## src/hdl/rgb_hex_command_parser_core_assert.svh

```systemverilog
// ----------------------------------------------------------------------------
// RGB hex command parser assertion macros
// Concurrent checks that compile away when SYNTHESIS is defined.
// ----------------------------------------------------------------------------
`ifndef RGB_HEX_COMMAND_PARSER_CORE_ASSERT_SVH
`define RGB_HEX_COMMAND_PARSER_CORE_ASSERT_SVH

`ifndef SYNTHESIS

`define RHCP_ASSERT_IMP(lbl, clk, rst, ante, cons) \
   lbl: assert property (@(posedge clk) disable iff (rst) (ante) |-> (cons)) \
      else $error("rhcp assertion failed");

`define RHCP_ASSERT_NXT(lbl, clk, rst, ante, cons) \
   lbl: assert property (@(posedge clk) disable iff (rst) (ante) |=> (cons)) \
      else $error("rhcp assertion failed");

`else

`define RHCP_ASSERT_IMP(lbl, clk, rst, ante, cons)

`define RHCP_ASSERT_NXT(lbl, clk, rst, ante, cons)

`endif

`endif

```

## src/hdl/rhcp_pkg.sv

```systemverilog
// ----------------------------------------------------------------------------
// RGB hex command parser package
// Frame constants, command and status codes, and the hex digit decoder.
// ----------------------------------------------------------------------------
package rhcp_pkg;

   localparam int FRAME_LENGTH = 10;
   localparam int NIB_COUNT    = FRAME_LENGTH - 3;
   localparam int NIB_IDX_W    = $clog2(NIB_COUNT);
   localparam int POS_W        = $clog2(FRAME_LENGTH);
   localparam int QUEUE_DEPTH  = 2;

   localparam logic [7:0] CH_START   = 8'h70;
   localparam logic [7:0] CH_WRITE   = 8'h77;
   localparam logic [7:0] CH_INIT    = 8'h69;
   localparam logic [7:0] CH_0       = 8'h30;
   localparam logic [7:0] CH_9       = 8'h39;
   localparam logic [7:0] CH_UPPER_A = 8'h41;
   localparam logic [7:0] CH_UPPER_F = 8'h46;
   localparam logic [7:0] CH_LOWER_A = 8'h61;
   localparam logic [7:0] CH_LOWER_F = 8'h66;

   localparam logic CSR_DEVICE_ID    = 1'b0;
   localparam logic CSR_PROGRAM_MODE = 1'b1;

   typedef enum logic [1:0] {
      CMD_WRITE,
      CMD_INIT,
      CMD_OTHER
   } cmd_type;

   typedef enum logic [2:0] {
      ST_APPLIED  = 3'd0,
      ST_MISMATCH = 3'd1,
      ST_REFUSED  = 3'd2,
      ST_ACCEPTED = 3'd3,
      ST_UNKNOWN  = 3'd4
   } status_type;

   typedef struct packed {
      cmd_type    cmd;
      logic [7:0] red;
      logic [7:0] green;
      logic [7:0] blue;
      logic [7:0] id;
   } frame_type;

   typedef struct packed {
      logic full;
      logic empty;
   } queue_state_type;

   function automatic logic [3:0] hex_nibble(input logic [7:0] ch);
      logic [7:0] val;
      val = 8'd0;
      if (ch >= CH_0 && ch <= CH_9) begin
         val = ch - CH_0;
      end else if (ch >= CH_UPPER_A && ch <= CH_UPPER_F) begin
         val = ch - CH_UPPER_A + 8'd10;
      end else if (ch >= CH_LOWER_A && ch <= CH_LOWER_F) begin
         val = ch - CH_LOWER_A + 8'd10;
      end
      return val[3:0];
   endfunction

endpackage

```

## src/hdl/rhcp_front.sv

```systemverilog
// ----------------------------------------------------------------------------
// RGB hex command parser front end
// Gathers bytes into frames, decodes hex digits and queues whole frames.
// ----------------------------------------------------------------------------
module rhcp_front
   import rhcp_pkg::*;
(
   input  logic            clock,
   input  logic            reset,
   input  logic            req_valid,
   output logic            req_stall,
   input  logic [7:0]      req_rx_byte,
   input  queue_state_type q_state,
   output logic            push,
   output frame_type       push_frame
);

   localparam logic [POS_W-1:0] POS_CMD  = POS_W'(1);
   localparam logic [POS_W-1:0] POS_LAST = POS_W'(FRAME_LENGTH - 1);
   localparam logic [POS_W-1:0] POS_NIB0 = POS_W'(2);

   logic [POS_W-1:0] pos_ff, pos_in;
   cmd_type          cmd_ff, cmd_in;
   logic [3:0]       nib_ff [NIB_COUNT];
   logic             accept;
   logic [3:0]       nib;
   logic [POS_W-1:0] nib_pos;
   logic [NIB_IDX_W-1:0] nib_idx;

   assign req_stall = q_state.full;
   assign accept    = req_valid & ~req_stall;
   assign nib       = hex_nibble(req_rx_byte);
   assign nib_pos   = pos_ff - POS_NIB0;
   assign nib_idx   = nib_pos[NIB_IDX_W-1:0];
   assign push      = accept && (pos_ff == POS_LAST);

   assign push_frame.cmd   = cmd_ff;
   assign push_frame.red   = {nib_ff[0], nib_ff[1]};
   assign push_frame.green = {nib_ff[2], nib_ff[3]};
   assign push_frame.blue  = {nib_ff[4], nib_ff[5]};
   assign push_frame.id    = {nib_ff[6], nib};

   always_comb begin
      pos_in = pos_ff;
      cmd_in = cmd_ff;
      if (accept) begin
         if (pos_ff == '0) begin
            if (req_rx_byte == CH_START) begin
               pos_in = POS_CMD;
            end
         end else if (pos_ff == POS_LAST) begin
            pos_in = '0;
         end else begin
            pos_in = pos_ff + 1'b1;
         end
         if (pos_ff == POS_CMD) begin
            unique case (req_rx_byte)
               CH_WRITE: cmd_in = CMD_WRITE;
               CH_INIT:  cmd_in = CMD_INIT;
               default:  cmd_in = CMD_OTHER;
            endcase
         end
      end
   end

   always_ff @(posedge clock) begin
      if (reset) begin
         pos_ff <= '0;
      end else begin
         pos_ff <= pos_in;
      end
   end

   always_ff @(posedge clock) begin
      cmd_ff <= cmd_in;
      if (accept && pos_ff >= POS_NIB0 && pos_ff != POS_LAST) begin
         nib_ff[nib_idx] <= nib;
      end
   end

endmodule

```

## src/hdl/rhcp_queue.sv

```systemverilog
// ----------------------------------------------------------------------------
// RGB hex command parser frame queue
// Short first-in first-out store of decoded frames between front and back.
// ----------------------------------------------------------------------------
module rhcp_queue
   import rhcp_pkg::*;
(
   input  logic            clock,
   input  logic            reset,
   input  logic            push,
   input  frame_type       push_frame,
   input  logic            pop,
   output frame_type       pop_frame,
   output queue_state_type q_state
);

   localparam int PTR_W = (QUEUE_DEPTH > 1) ? $clog2(QUEUE_DEPTH) : 1;
   localparam int CNT_W = $clog2(QUEUE_DEPTH + 1);
   localparam logic [PTR_W-1:0] PTR_LAST = PTR_W'(QUEUE_DEPTH - 1);
   localparam logic [CNT_W-1:0] CNT_FULL = CNT_W'(QUEUE_DEPTH);

   frame_type        mem_ff [QUEUE_DEPTH];
   logic [PTR_W-1:0] wr_ptr_ff, wr_ptr_in;
   logic [PTR_W-1:0] rd_ptr_ff, rd_ptr_in;
   logic [CNT_W-1:0] count_ff, count_in;

   assign pop_frame     = mem_ff[rd_ptr_ff];
   assign q_state.full  = (count_ff == CNT_FULL);
   assign q_state.empty = (count_ff == '0);

   always_comb begin
      wr_ptr_in = wr_ptr_ff;
      rd_ptr_in = rd_ptr_ff;
      count_in  = count_ff;
      if (push) begin
         wr_ptr_in = (wr_ptr_ff == PTR_LAST) ? '0 : wr_ptr_ff + 1'b1;
      end
      if (pop) begin
         rd_ptr_in = (rd_ptr_ff == PTR_LAST) ? '0 : rd_ptr_ff + 1'b1;
      end
      if (push && !pop) begin
         count_in = count_ff + 1'b1;
      end else if (pop && !push) begin
         count_in = count_ff - 1'b1;
      end
   end

   always_ff @(posedge clock) begin
      if (reset) begin
         wr_ptr_ff <= '0;
         rd_ptr_ff <= '0;
         count_ff  <= '0;
      end else begin
         wr_ptr_ff <= wr_ptr_in;
         rd_ptr_ff <= rd_ptr_in;
         count_ff  <= count_in;
      end
   end

   always_ff @(posedge clock) begin
      if (push) begin
         mem_ff[wr_ptr_ff] <= push_frame;
      end
   end

endmodule

```

## src/hdl/rhcp_back.sv

```systemverilog
// ----------------------------------------------------------------------------
// RGB hex command parser back end
// Executes queued frames, holds the colour levels and the result register.
// ----------------------------------------------------------------------------
module rhcp_back
   import rhcp_pkg::*;
(
   input  logic            clock,
   input  logic            reset,
   input  logic            csr_valid,
   output logic            csr_ready,
   input  logic            csr_index,
   input  logic [7:0]      csr_wdata,
   input  queue_state_type q_state,
   input  frame_type       pop_frame,
   output logic            pop,
   output logic            rsp_valid,
   input  logic            rsp_stall,
   output logic [2:0]      rsp_status,
   output logic [7:0]      rsp_red_compare,
   output logic [7:0]      rsp_green_compare,
   output logic [7:0]      rsp_blue_compare
);

   logic [7:0] device_id_ff, device_id_in;
   logic       program_mode_ff, program_mode_in;
   logic [7:0] red_ff, red_in;
   logic [7:0] green_ff, green_in;
   logic [7:0] blue_ff, blue_in;
   logic       rsp_valid_ff, rsp_valid_in;
   status_type status_ff, status_in;

   assign csr_ready         = 1'b1;
   assign pop               = ~q_state.empty & (~rsp_valid_ff | ~rsp_stall);
   assign rsp_valid         = rsp_valid_ff;
   assign rsp_status        = status_ff;
   assign rsp_red_compare   = ~red_ff;
   assign rsp_green_compare = ~green_ff;
   assign rsp_blue_compare  = ~blue_ff;

   always_comb begin
      device_id_in    = device_id_ff;
      program_mode_in = program_mode_ff;
      if (csr_valid && csr_ready) begin
         unique case (csr_index)
            CSR_DEVICE_ID:    device_id_in    = csr_wdata;
            CSR_PROGRAM_MODE: program_mode_in = csr_wdata[0];
            default:          device_id_in    = device_id_ff;
         endcase
      end
   end

   always_comb begin
      red_in       = red_ff;
      green_in     = green_ff;
      blue_in      = blue_ff;
      status_in    = status_ff;
      rsp_valid_in = rsp_valid_ff & rsp_stall;
      if (pop) begin
         rsp_valid_in = 1'b1;
         unique case (pop_frame.cmd)
            CMD_WRITE: begin
               if (pop_frame.id == device_id_ff) begin
                  red_in    = pop_frame.red;
                  green_in  = pop_frame.green;
                  blue_in   = pop_frame.blue;
                  status_in = ST_APPLIED;
               end else begin
                  status_in = ST_MISMATCH;
               end
            end
            CMD_INIT: status_in = program_mode_ff ? ST_ACCEPTED : ST_REFUSED;
            default:  status_in = ST_UNKNOWN;
         endcase
      end
   end

   always_ff @(posedge clock) begin
      if (reset) begin
         device_id_ff    <= '0;
         program_mode_ff <= 1'b0;
         red_ff          <= '0;
         green_ff        <= '0;
         blue_ff         <= '0;
         rsp_valid_ff    <= 1'b0;
      end else begin
         device_id_ff    <= device_id_in;
         program_mode_ff <= program_mode_in;
         red_ff          <= red_in;
         green_ff        <= green_in;
         blue_ff         <= blue_in;
         rsp_valid_ff    <= rsp_valid_in;
      end
   end

   always_ff @(posedge clock) begin
      status_ff <= status_in;
   end

endmodule

```

## src/hdl/rgb_hex_command_parser_core.sv

```systemverilog
// ----------------------------------------------------------------------------
// RGB hex command parser core
// Assembles ten-character lamp command frames and reports colour results.
// ----------------------------------------------------------------------------
// One received byte is taken every clock cycle while req_stall is low. Bytes
// outside a frame other than 'p' are dropped. The tenth byte of a frame moves
// the decoded frame into a two-word queue; the back end takes one word per
// cycle while no stalled result is held on rsp_, and each result is registered
// before it shows there. The input stalls only when the queue is full, which
// happens only while rsp_stall is held. Configuration writes are always ready.
// ----------------------------------------------------------------------------
`include "rgb_hex_command_parser_core_assert.svh"

module rgb_hex_command_parser_core
   import rhcp_pkg::*;
(
   input  logic       clock,
   input  logic       reset,
   input  logic       csr_valid,
   output logic       csr_ready,
   input  logic       csr_index,
   input  logic [7:0] csr_wdata,
   input  logic       req_valid,
   output logic       req_stall,
   input  logic [7:0] req_rx_byte,
   output logic       rsp_valid,
   input  logic       rsp_stall,
   output logic [2:0] rsp_status,
   output logic [7:0] rsp_red_compare,
   output logic [7:0] rsp_green_compare,
   output logic [7:0] rsp_blue_compare
);

   queue_state_type q_state;
   logic            push;
   logic            pop;
   frame_type       push_frame;
   frame_type       pop_frame;

   rhcp_front u_front (
      .clock       (clock),
      .reset       (reset),
      .req_valid   (req_valid),
      .req_stall   (req_stall),
      .req_rx_byte (req_rx_byte),
      .q_state     (q_state),
      .push        (push),
      .push_frame  (push_frame)
   );

   rhcp_queue u_queue (
      .clock      (clock),
      .reset      (reset),
      .push       (push),
      .push_frame (push_frame),
      .pop        (pop),
      .pop_frame  (pop_frame),
      .q_state    (q_state)
   );

   rhcp_back u_back (
      .clock             (clock),
      .reset             (reset),
      .csr_valid         (csr_valid),
      .csr_ready         (csr_ready),
      .csr_index         (csr_index),
      .csr_wdata         (csr_wdata),
      .q_state           (q_state),
      .pop_frame         (pop_frame),
      .pop               (pop),
      .rsp_valid         (rsp_valid),
      .rsp_stall         (rsp_stall),
      .rsp_status        (rsp_status),
      .rsp_red_compare   (rsp_red_compare),
      .rsp_green_compare (rsp_green_compare),
      .rsp_blue_compare  (rsp_blue_compare)
   );

   `RHCP_ASSERT_IMP(a_pop_not_empty, clock, reset, pop, !q_state.empty)
   `RHCP_ASSERT_IMP(a_no_push_full, clock, reset, q_state.full, !push)
   `RHCP_ASSERT_NXT(a_pop_gives_rsp, clock, reset, pop, rsp_valid)

endmodule

```

## config.mk

```make
export PLATFORM = sky130hd
export DESIGN_NAME = rgb_hex_command_parser_core
export DESIGN_NICKNAME = d
export VERILOG_FILES = /design/src/hdl/rhcp_pkg.sv /design/src/hdl/rhcp_front.sv /design/src/hdl/rhcp_queue.sv /design/src/hdl/rhcp_back.sv /design/src/hdl/rgb_hex_command_parser_core.sv
export VERILOG_INCLUDE_DIRS = /design/src /design/src/hdl
export SDC_FILE = /design/constraint.sdc
export NUM_CORES = 1
export LEC_CHECK = 0
export BUFFER_PORTS_ARGS = -buffer_cell sky130_fd_sc_hd__buf_2
export CAP_MARGIN = 20
export CORE_ASPECT_RATIO = 0.9
export CORE_UTILIZATION = 63
export CTS_CLUSTER_SIZE = 30
export DETAILED_ROUTE_END_ITERATION = 10
export GPL_TIMING_DRIVEN = 0
export PLACE_DENSITY = 0.86
export SETUP_SLACK_MARGIN = 0.02
export SYNTH_ARGS = -nofsm -noshare
export SYNTH_HDL_FRONTEND = slang
export SYNTH_SLANG_ARGS = --single-unit
```

## constraint.sdc

```tcl
create_clock -name clock -period 9.2 [get_ports clock]
set_clock_uncertainty 0.2 [all_clocks]
set_input_delay 0 -clock clock [delete_from_list [all_inputs] [get_ports clock]]
set_output_delay 0 -clock clock [all_outputs]
set_load 0.01 [all_outputs]
```

==> results.py, run 1 <==
metrics = {
    "cts": {
        "clk_path_buf_depth": 2,
        "cts_tree": "yes",
        "cts-buffers-inserted": 17,
        "clkLatencyLatePin_ns": 0.52,
        "path_clk_slew_ns": 0.06,
        "holdBufCountCts": 26,
        "postCtsSetupBuffers": 0,
        "h-tree-depth": 4,
        "cts_resized": 0,
        "cts_root_buf": "clkbuf_8",
        "cts.sinks": 144,
    },
    "critical_path": {
        "rrSetupSlack_ns": 6.49,
        "critical_path_class": "flop to flop",
        "r2r_cells": 4,
        "r2r_start": "u_queue.count_ff[0]$_SDFFE_PP0P_",
        "worstSetupStartpointType": "flop",
        "cp-endpoint": "u_queue.mem_ff[1][22]$_DFFE_PP_",
        "cp.required_ns": 9.14,
        "crit_cells": 4,
        "cpPeakStageDelay_ns": 0.78,
        "cp_max_fo": 34,
        "crit_arrival_ns": 2.65,
        "cp_top_family": "simple AND/OR/NAND/NOR gates",
        "critPathSlowestCell": "and2_2",
        "reg2reg_to": "u_queue.mem_ff[1][22]$_DFFE_PP_",
        "path_buf_inv": 0,
        "crit_path_cell_trace": "nand2b_1 -> nand3_1 -> nor3_1 -> and2_2",
        "crit_path_end_kind": "flop",
        "crit_path_start": "u_queue.count_ff[0]$_SDFFE_PP0P_",
    },
    "die": {
        "die_w_um": 103,
        "initial_core_util_pct": 66.3,
        "die_h_um": 93.2,
        "core-area_um2": 8770,
        "io_pins": 52,
        "die_area_um2": 9620,
        "rows": 32,
    },
    "placed_design": {
        "gp_congestion": 0.753,
        "port_buffers": 48,
        "placedInstanceArea_um2": 6240,
        "dp_hpwl_mm": 7.40,
    },
    "logic_synthesis": {
        "synthCells": 423,
        "synth_top_family_by_area": "simple AND/OR/NAND/NOR gates",
        "synth_warnings": 0,
        "postSynth.asyncResetShare_pct": 0,
        "ys_ff_latch": 144,
        "synth-xor-area-share_pct": 1.96,
        "synth-compound-area-share_pct": 5.01,
        "seq_area_frac_synth_pct": 67.0,
        "synth_enable_flop_cells": 101,
        "synthDistinctLibCells": 43,
        "synth_ff_type": "edfxtp_1",
        "syn_area_um2": 5820,
        "syn-num-nets": 450,
        "synth.area.top_cells": "edfxtp_1, dfxtp_1, mux2i_1",
        "synth_top_area_share_pct": 52.2,
        "yosys.area_share.adder_pct": 1.08,
        "yosys.area_share.simple_pct": 12.9,
        "synth.largest_area_cell": "edfxtp_1",
        "muxShareOfSynthArea_pct": 7.42,
        "postSynthAreaPerCell_um2": 13.7,
    },
    "detailed_routing": {
        "totalWireLength_mm": 12.0,
        "routed_via_density": 5.78,
        "route.antenna.remaining_nets": 0,
        "drcViolationCount": 0,
        "drt_iter0_drc": 179,
        "first_pass_iters": 5,
        "vias": 3769,
        "post_drt_wl_per_cell_um": 18.4,
    },
    "grt": {
        "grt_pass1_vias": 3754,
        "grt_pass1_wl_mm": 18.7,
        "track_usage_pct": 27.5,
        "antenna_found_initial": 0,
        "grt_start_max_net_pins": 35,
        "gr-total-overflow": 0,
    },
    "layout": {
        "final_common_cell": "edfxtp_1",
        "nets": 547,
        "final_cell_mix": "edfxtp_1, buf_2, dfxtp_1",
        "antenna_cells": 0,
        "drive_gt1_share_pct": 21.8,
        "fill_cells": 438,
        "finalInstanceArea_um2": 7050,
        "syn2layout_area_growth_pct": 21.3,
        "final_core_util_pct": 80.4,
    },
    "timing": {
        "hold_violations": 0,
        "finalSetupViolations": 0,
        "relSlewSlack_pct": 28.5,
        "max_freq_mhz": 369,
        "rsz0062_at_grt": "false",
        "slew_viol_final": 0,
        "final.setup.tns_ns": 0,
        "tightest_slew_ns": 1.06,
        "timing.final.crit_share_pct": 29.5,
        "min_period_ns": 2.71,
    },
    "pwr": {
        "total_power_w": 0.00136,
        "p_leak_nw": 2.35,
        "cellPowerDensity_nw_per_um2": 192,
        "ir_drop_mv": 0.103,
    },
    "run_status": {
        "status": "finished clean",
    },
    "flow_run": {
        "drv_cap": 0,
    },
    "worst_hold_path": {
        "hold_path_class": "primary input to flop",
    },
}
==> routing by layer <==
| layer | vias up | track usage (%) | wire length [um] |
|---|---|---|---|
| met4 | 0 | 13.8 | 289 |
| met5 | - | 0 | 0 |
| met3 | 30 | 7.92 | 746 |
| met2 | 179 | 43.9 | 5950 |
| li1 | 1757 | - | - |
| met1 | 1803 | 34.1 | 5030 |
==> worst register-to-register path, cell delays in order (launching register included) <==
cell,delay [ns]
dfxtp_1,0.41
nand2b_1,0.20
nand3_1,0.28
nor3_1,0.45
and2_2,0.78
==> stage by stage <==
stage	hold slack [ns]	std cells	worst slack (ns)
final	0.0361	652	6.49
after global routing	0.0297	652	6.28
after CTS	0.000688	652	6.49
after detailed placement	0.0525	594	6.52
after global placement	0.0341	590	2.94
after floorplan	-0.0525	423	4.45
==> worst min path at each step <==
stage | startpoint | to | slack [ns] | depth (start not counted)
global route | req_rx_byte[1] | u_front.nib_ff[6][1]$_DFFE_PP_ | 0.03 | 2
CTS | csr_index | u_back.device_id_ff[5]$_SDFFE_PP0P_ | 0.0007 | 5
global placement | csr_wdata[3] | u_back.device_id_ff[3]$_SDFFE_PP0P_ | 0.03 | 3
finish | req_rx_byte[1] | u_front.nib_ff[6][1]$_DFFE_PP_ | 0.04 | 2
detailed placement | csr_wdata[3] | u_back.device_id_ff[3]$_SDFFE_PP0P_ | 0.05 | 3
floorplan | csr_wdata[0] | u_back.program_mode_ff$_SDFFE_PP0P_ | -0.05 | 2
==> flip-flops by register name, indices dropped and copies added, names as in the netlist, named ones only <==
name,flops
u_front.nib_ff,28
u_queue.count_ff,2
u_back.blue_ff,8
u_back.rsp_valid,1
u_back.green_ff,8
u_front.pos_ff,4
u_queue.wr_ptr_ff,1
u_queue.mem_ff,68
u_front.cmd_ff,2
u_back.rsp_status,3
u_back.program_mode_ff,1
u_queue.rd_ptr_ff,1
u_back.device_id_ff,8
u_back.red_ff,8
==> kinds of logic (layout without fill, tap and decap cells) <==
| kind of cell | count (synthesis) | count (layout) |
|---|---|---|
| flops | 144 | 144 |
| simple gates | 114 | 114 |
| buf+inv | 57 | 167 |
| compound gates | 46 | 46 |
| mux | 43 | 43 |
| xor+xnor | 13 | 13 |
| fa+ha+maj | 5 | 5 |
| other cells | 1 | 1 |
==> synthesized netlist by cell type, types with 9 or more instances <==
library cell	number
nor2_1	21
dfxtp_1	43
nor3_2	10
nand2_1	12
edfxtp_1	101
buf_2	10
clkbuf_1	12
a31oi_1	26
xnor2_1	9
and4_1	24
mux2i_1	42
nor3_1	17
inv_1	28
==> final cells by class <==
class	count	area, um2	area share [%]
repair buffers	78	531	7.52
well taps	119	149	2.11
flip-flops and latches	144	3890	55.2
inverters	28	105	1.49
clock inverters	15	136	1.93
multi-input cells	222	1660	23.6
clock buffers	17	414	5.87
plain buffers	29	163	2.31
==> where the power goes <==
part	internal (W)	leakage, nW	switching, W
clock network	0.000361	0.252	0.000267
registers	0.000688	1.24	0.00000161
logic	0.0000178	0.855	0.0000204
total	0.00107	2.35	0.000289
Power figures use the tool's default switching activity.
==> inputs of run 2 (changes only) <==
--- a/config.mk
+++ b/config.mk
@@ -9,11 +9,11 @@
 export BUFFER_PORTS_ARGS = -buffer_cell sky130_fd_sc_hd__buf_2
 export CAP_MARGIN = 20
 export CORE_ASPECT_RATIO = 0.9
-export CORE_UTILIZATION = 63
+export CORE_UTILIZATION = 59
 export CTS_CLUSTER_SIZE = 30
 export DETAILED_ROUTE_END_ITERATION = 10
 export GPL_TIMING_DRIVEN = 0
-export PLACE_DENSITY = 0.86
+export PLACE_DENSITY = 0.81
 export SETUP_SLACK_MARGIN = 0.02
 export SYNTH_ARGS = -nofsm -noshare
 export SYNTH_HDL_FRONTEND = slang
==> constraint.sdc (replaced) <==
create_clock -name clock -period 2.8 [get_ports clock]
set_clock_uncertainty 0.2 [all_clocks]
set_input_delay 0 -clock clock [delete_from_list [all_inputs] [get_ports clock]]
set_output_delay 0 -clock clock [all_outputs]
set_load 0.01 [all_outputs]
==> results.py, run 2 (synthesized netlist as in run 1, its figures left out) <==
metrics = {
    "cts": {
        "clk_path_buf_depth": 2,
        "cts_root_buf": "clkbuf_8",
        "cts-buffers-inserted": 17,
        "cts.sinks": 144,
        "h-tree-depth": 4,
        "clkLatencyLatePin_ns": 0.52,
        "cts_tree": "yes",
        "path_clk_slew_ns": 0.06,
    },
    "layout": {
        "layout.cells.non_filler": 658,
        "regArea_um2": 3890,
        "fill_cells": 546,
        "nets": 550,
        "final_core_util_pct": 76.4,
        "multi_input_area_um2": 1670,
        "regMostFlops": "u_queue.mem_ff",
        "syn2layout_area_growth_pct": 22.6,
        "final_common_cell": "edfxtp_1",
        "final_cell_mix": "edfxtp_1, buf_2, dfxtp_1",
        "largest_reg_flops": 68,
        "drive_gt1_share_pct": 21.3,
        "antenna_cells": 0,
        "reg_top3": "u_queue.mem_ff: 68 flops, u_front.nib_ff: 28 flops",
    },
    "detailed_routing": {
        "route.antenna.remaining_nets": 0,
        "drcViolationCount": 0,
        "routed_via_density": 5.67,
        "vias": 3730,
        "totalWireLength_mm": 11.9,
        "first_pass_iters": 5,
        "drt_iter0_drc": 198,
        "post_drt_wl_per_cell_um": 18.0,
    },
    "placed_design": {
        "dp_hpwl_mm": 7.05,
        "gp_congestion": 0.789,
        "dp_cells": 596,
        "port_buffers": 48,
    },
    "timing": {
        "max_freq_mhz": 381,
        "tightest_slew_ns": 1.03,
        "hold_violations": 4,
        "hold-worst-slack_ns": -0.0412,
        "slew_viol_final": 0,
        "relSlewSlack_pct": 31.1,
        "min_period_ns": 2.63,
        "rsz0062_at_grt": "false",
        "finalSetupViolations": 0,
        "timing.final.crit_share_pct": 93.8,
    },
    "die": {
        "io_pins": 52,
        "rows": 33,
        "die_area_um2": 10300,
        "die_w_um": 107,
        "initial_core_util_pct": 62.3,
        "core-area_um2": 9330,
        "die_h_um": 96.2,
    },
    "run_status": {
        "violations": "hold timing",
        "status": "complete, but fails checks",
    },
    "grt": {
        "grt_pass1_wl_mm": 18.6,
        "track_usage_pct": 25.2,
        "grt_start_max_net_pins": 35,
        "antenna_found_initial": 0,
        "gr-total-overflow": 0,
        "grt_pass1_vias": 3578,
    },
    "critical_path": {
        "worstSetupStartpointType": "primary input",
        "cp_top_family": "buffers and inverters",
        "path_buf_inv": 5,
        "cpPeakStageDelay_ns": 0.59,
        "crit_path_cell_trace": "dlygate4sd3_1 -> buf_2 -> nor2b_1 -> clkbuf_1 -> mux2i_1 -> dlygate4sd3_1 -> nor2_1 -> dlygate4sd3_1",
        "cp_max_fo": 8,
        "crit_arrival_ns": 2.84,
        "critPathSlowestCell": "dlygate4sd3_1",
        "critical_path_class": "primary input to flop",
        "crit_path_end_kind": "flop",
        "crit_top_cell": "dlygate4sd3_1",
        "cp.required_ns": 3.01,
    },
    "pwr": {
        "cellPowerDensity_nw_per_um2": 634,
        "ir_drop_mv": 0.472,
        "p_leak_nw": 2.38,
    },
    "worst_hold_path": {
        "hold_path_class": "primary input to flop",
    },
    "flow_run": {
        "drv_cap": 0,
    },
}
==> run 2: cell types whose count changed in the layout (fill, tap and decap cells not counted), moves of 2 or more <==
cell           change
clkbuf_1           +2
clkbuf_16          +3
buf_4              -3
inv_6              -3
clkinvlp_4         -2
dlygate4sd3_1      +4
==> run 2: layer usage <==
layer / share of wire (%) / GRT usage, % / vias up
li1: - / - / 1772
met1: 42 / 30.6 / 1787
met2: 50 / 44.2 / 148
met3: 4.8 / 5.15 / 23
met4: 2.4 / 10.7 / 0
met5: 0 / 0 / -
==> run 2: final timing paths <==
| path | from | end | slack [ns] | depth (start not counted) |
|---|---|---|---|---|
| worst max register to register | u_queue.count_ff[0]$_SDFFE_PP0P_ | u_queue.mem_ff[0][19]$_DFFE_PP_ | 0.24 | 4 |
| worst min-delay path | req_rx_byte[6] | u_front.nib_ff[3][0]$_DFFE_PP_ | -0.04 | 4 |
| worst min register to register | u_front.nib_ff[1][2]$_DFFE_PP_ | u_queue.mem_ff[0][26]$_DFFE_PP_ | 0.24 | 0 |
| worst max-delay path | csr_valid | u_back.device_id_ff[0]$_SDFFE_PP0P_ | 0.17 | 8 |
==> run 2: worst min-delay path, delay by kind of cell <==
| kind | cells | cell delay [ns] |
|---|---|---|
| AO/OA/AOI/OAI | 2 | 0.27 |
| buffers and inverters | 1 | 0.10 |
| AND/OR/NAND/NOR | 1 | 0.08 |
==> run 2: cell type report <==
| cell class | instances | area share, % |
|---|---|---|
| multi-input combinational | 222 | 23.4 |
| buffer | 29 | 2.28 |
| clock inverter | 10 | 1.02 |
| sequential | 144 | 54.6 |
| timing repair buffer | 81 | 8.06 |
| inverter | 28 | 1.47 |
| tap | 122 | 2.14 |
| clock buffer | 22 | 6.97 |
==> run 2: per-stage QoR <==
stage / area [um2] / hold WS [ns] / total power (W) / TNS (ns) / setup WS, ns
after floorplan: 5830 / -0.0525 / 0.00237 / 0 / 0.198
after global placement: 6220 / 0.0345 / 0.00240 / -27.82 / -0.378
after detailed placement: 6260 / 0.0450 / 0.00241 / 0 / 0.129
after CTS: 7130 / 0.00702 / 0.00451 / 0 / 0.0761
after global routing: 7130 / 0.0524 / 0.00465 / 0 / 0.0903
final: 7130 / -0.0412 / 0.00452 / 0 / 0.173
==> run 2: power breakdown <==
| part | switching [W] | leakage, nW | internal [W] | total [W] |
|---|---|---|---|---|
| sequential | 0.00000519 | 1.24 | 0.00226 | 0.00227 |
| clock | 0.000868 | 0.270 | 0.00125 | 0.00212 |
| combinational | 0.0000681 | 0.874 | 0.0000624 | 0.000131 |
==> run 2: what timing repair did <==
item	CTS	global route
hold buffers	30	0
setup buffers	0	0
setup endpoints to repair	0	43
endpoints found under the hold margin	62	0
gates resized for setup	0	2
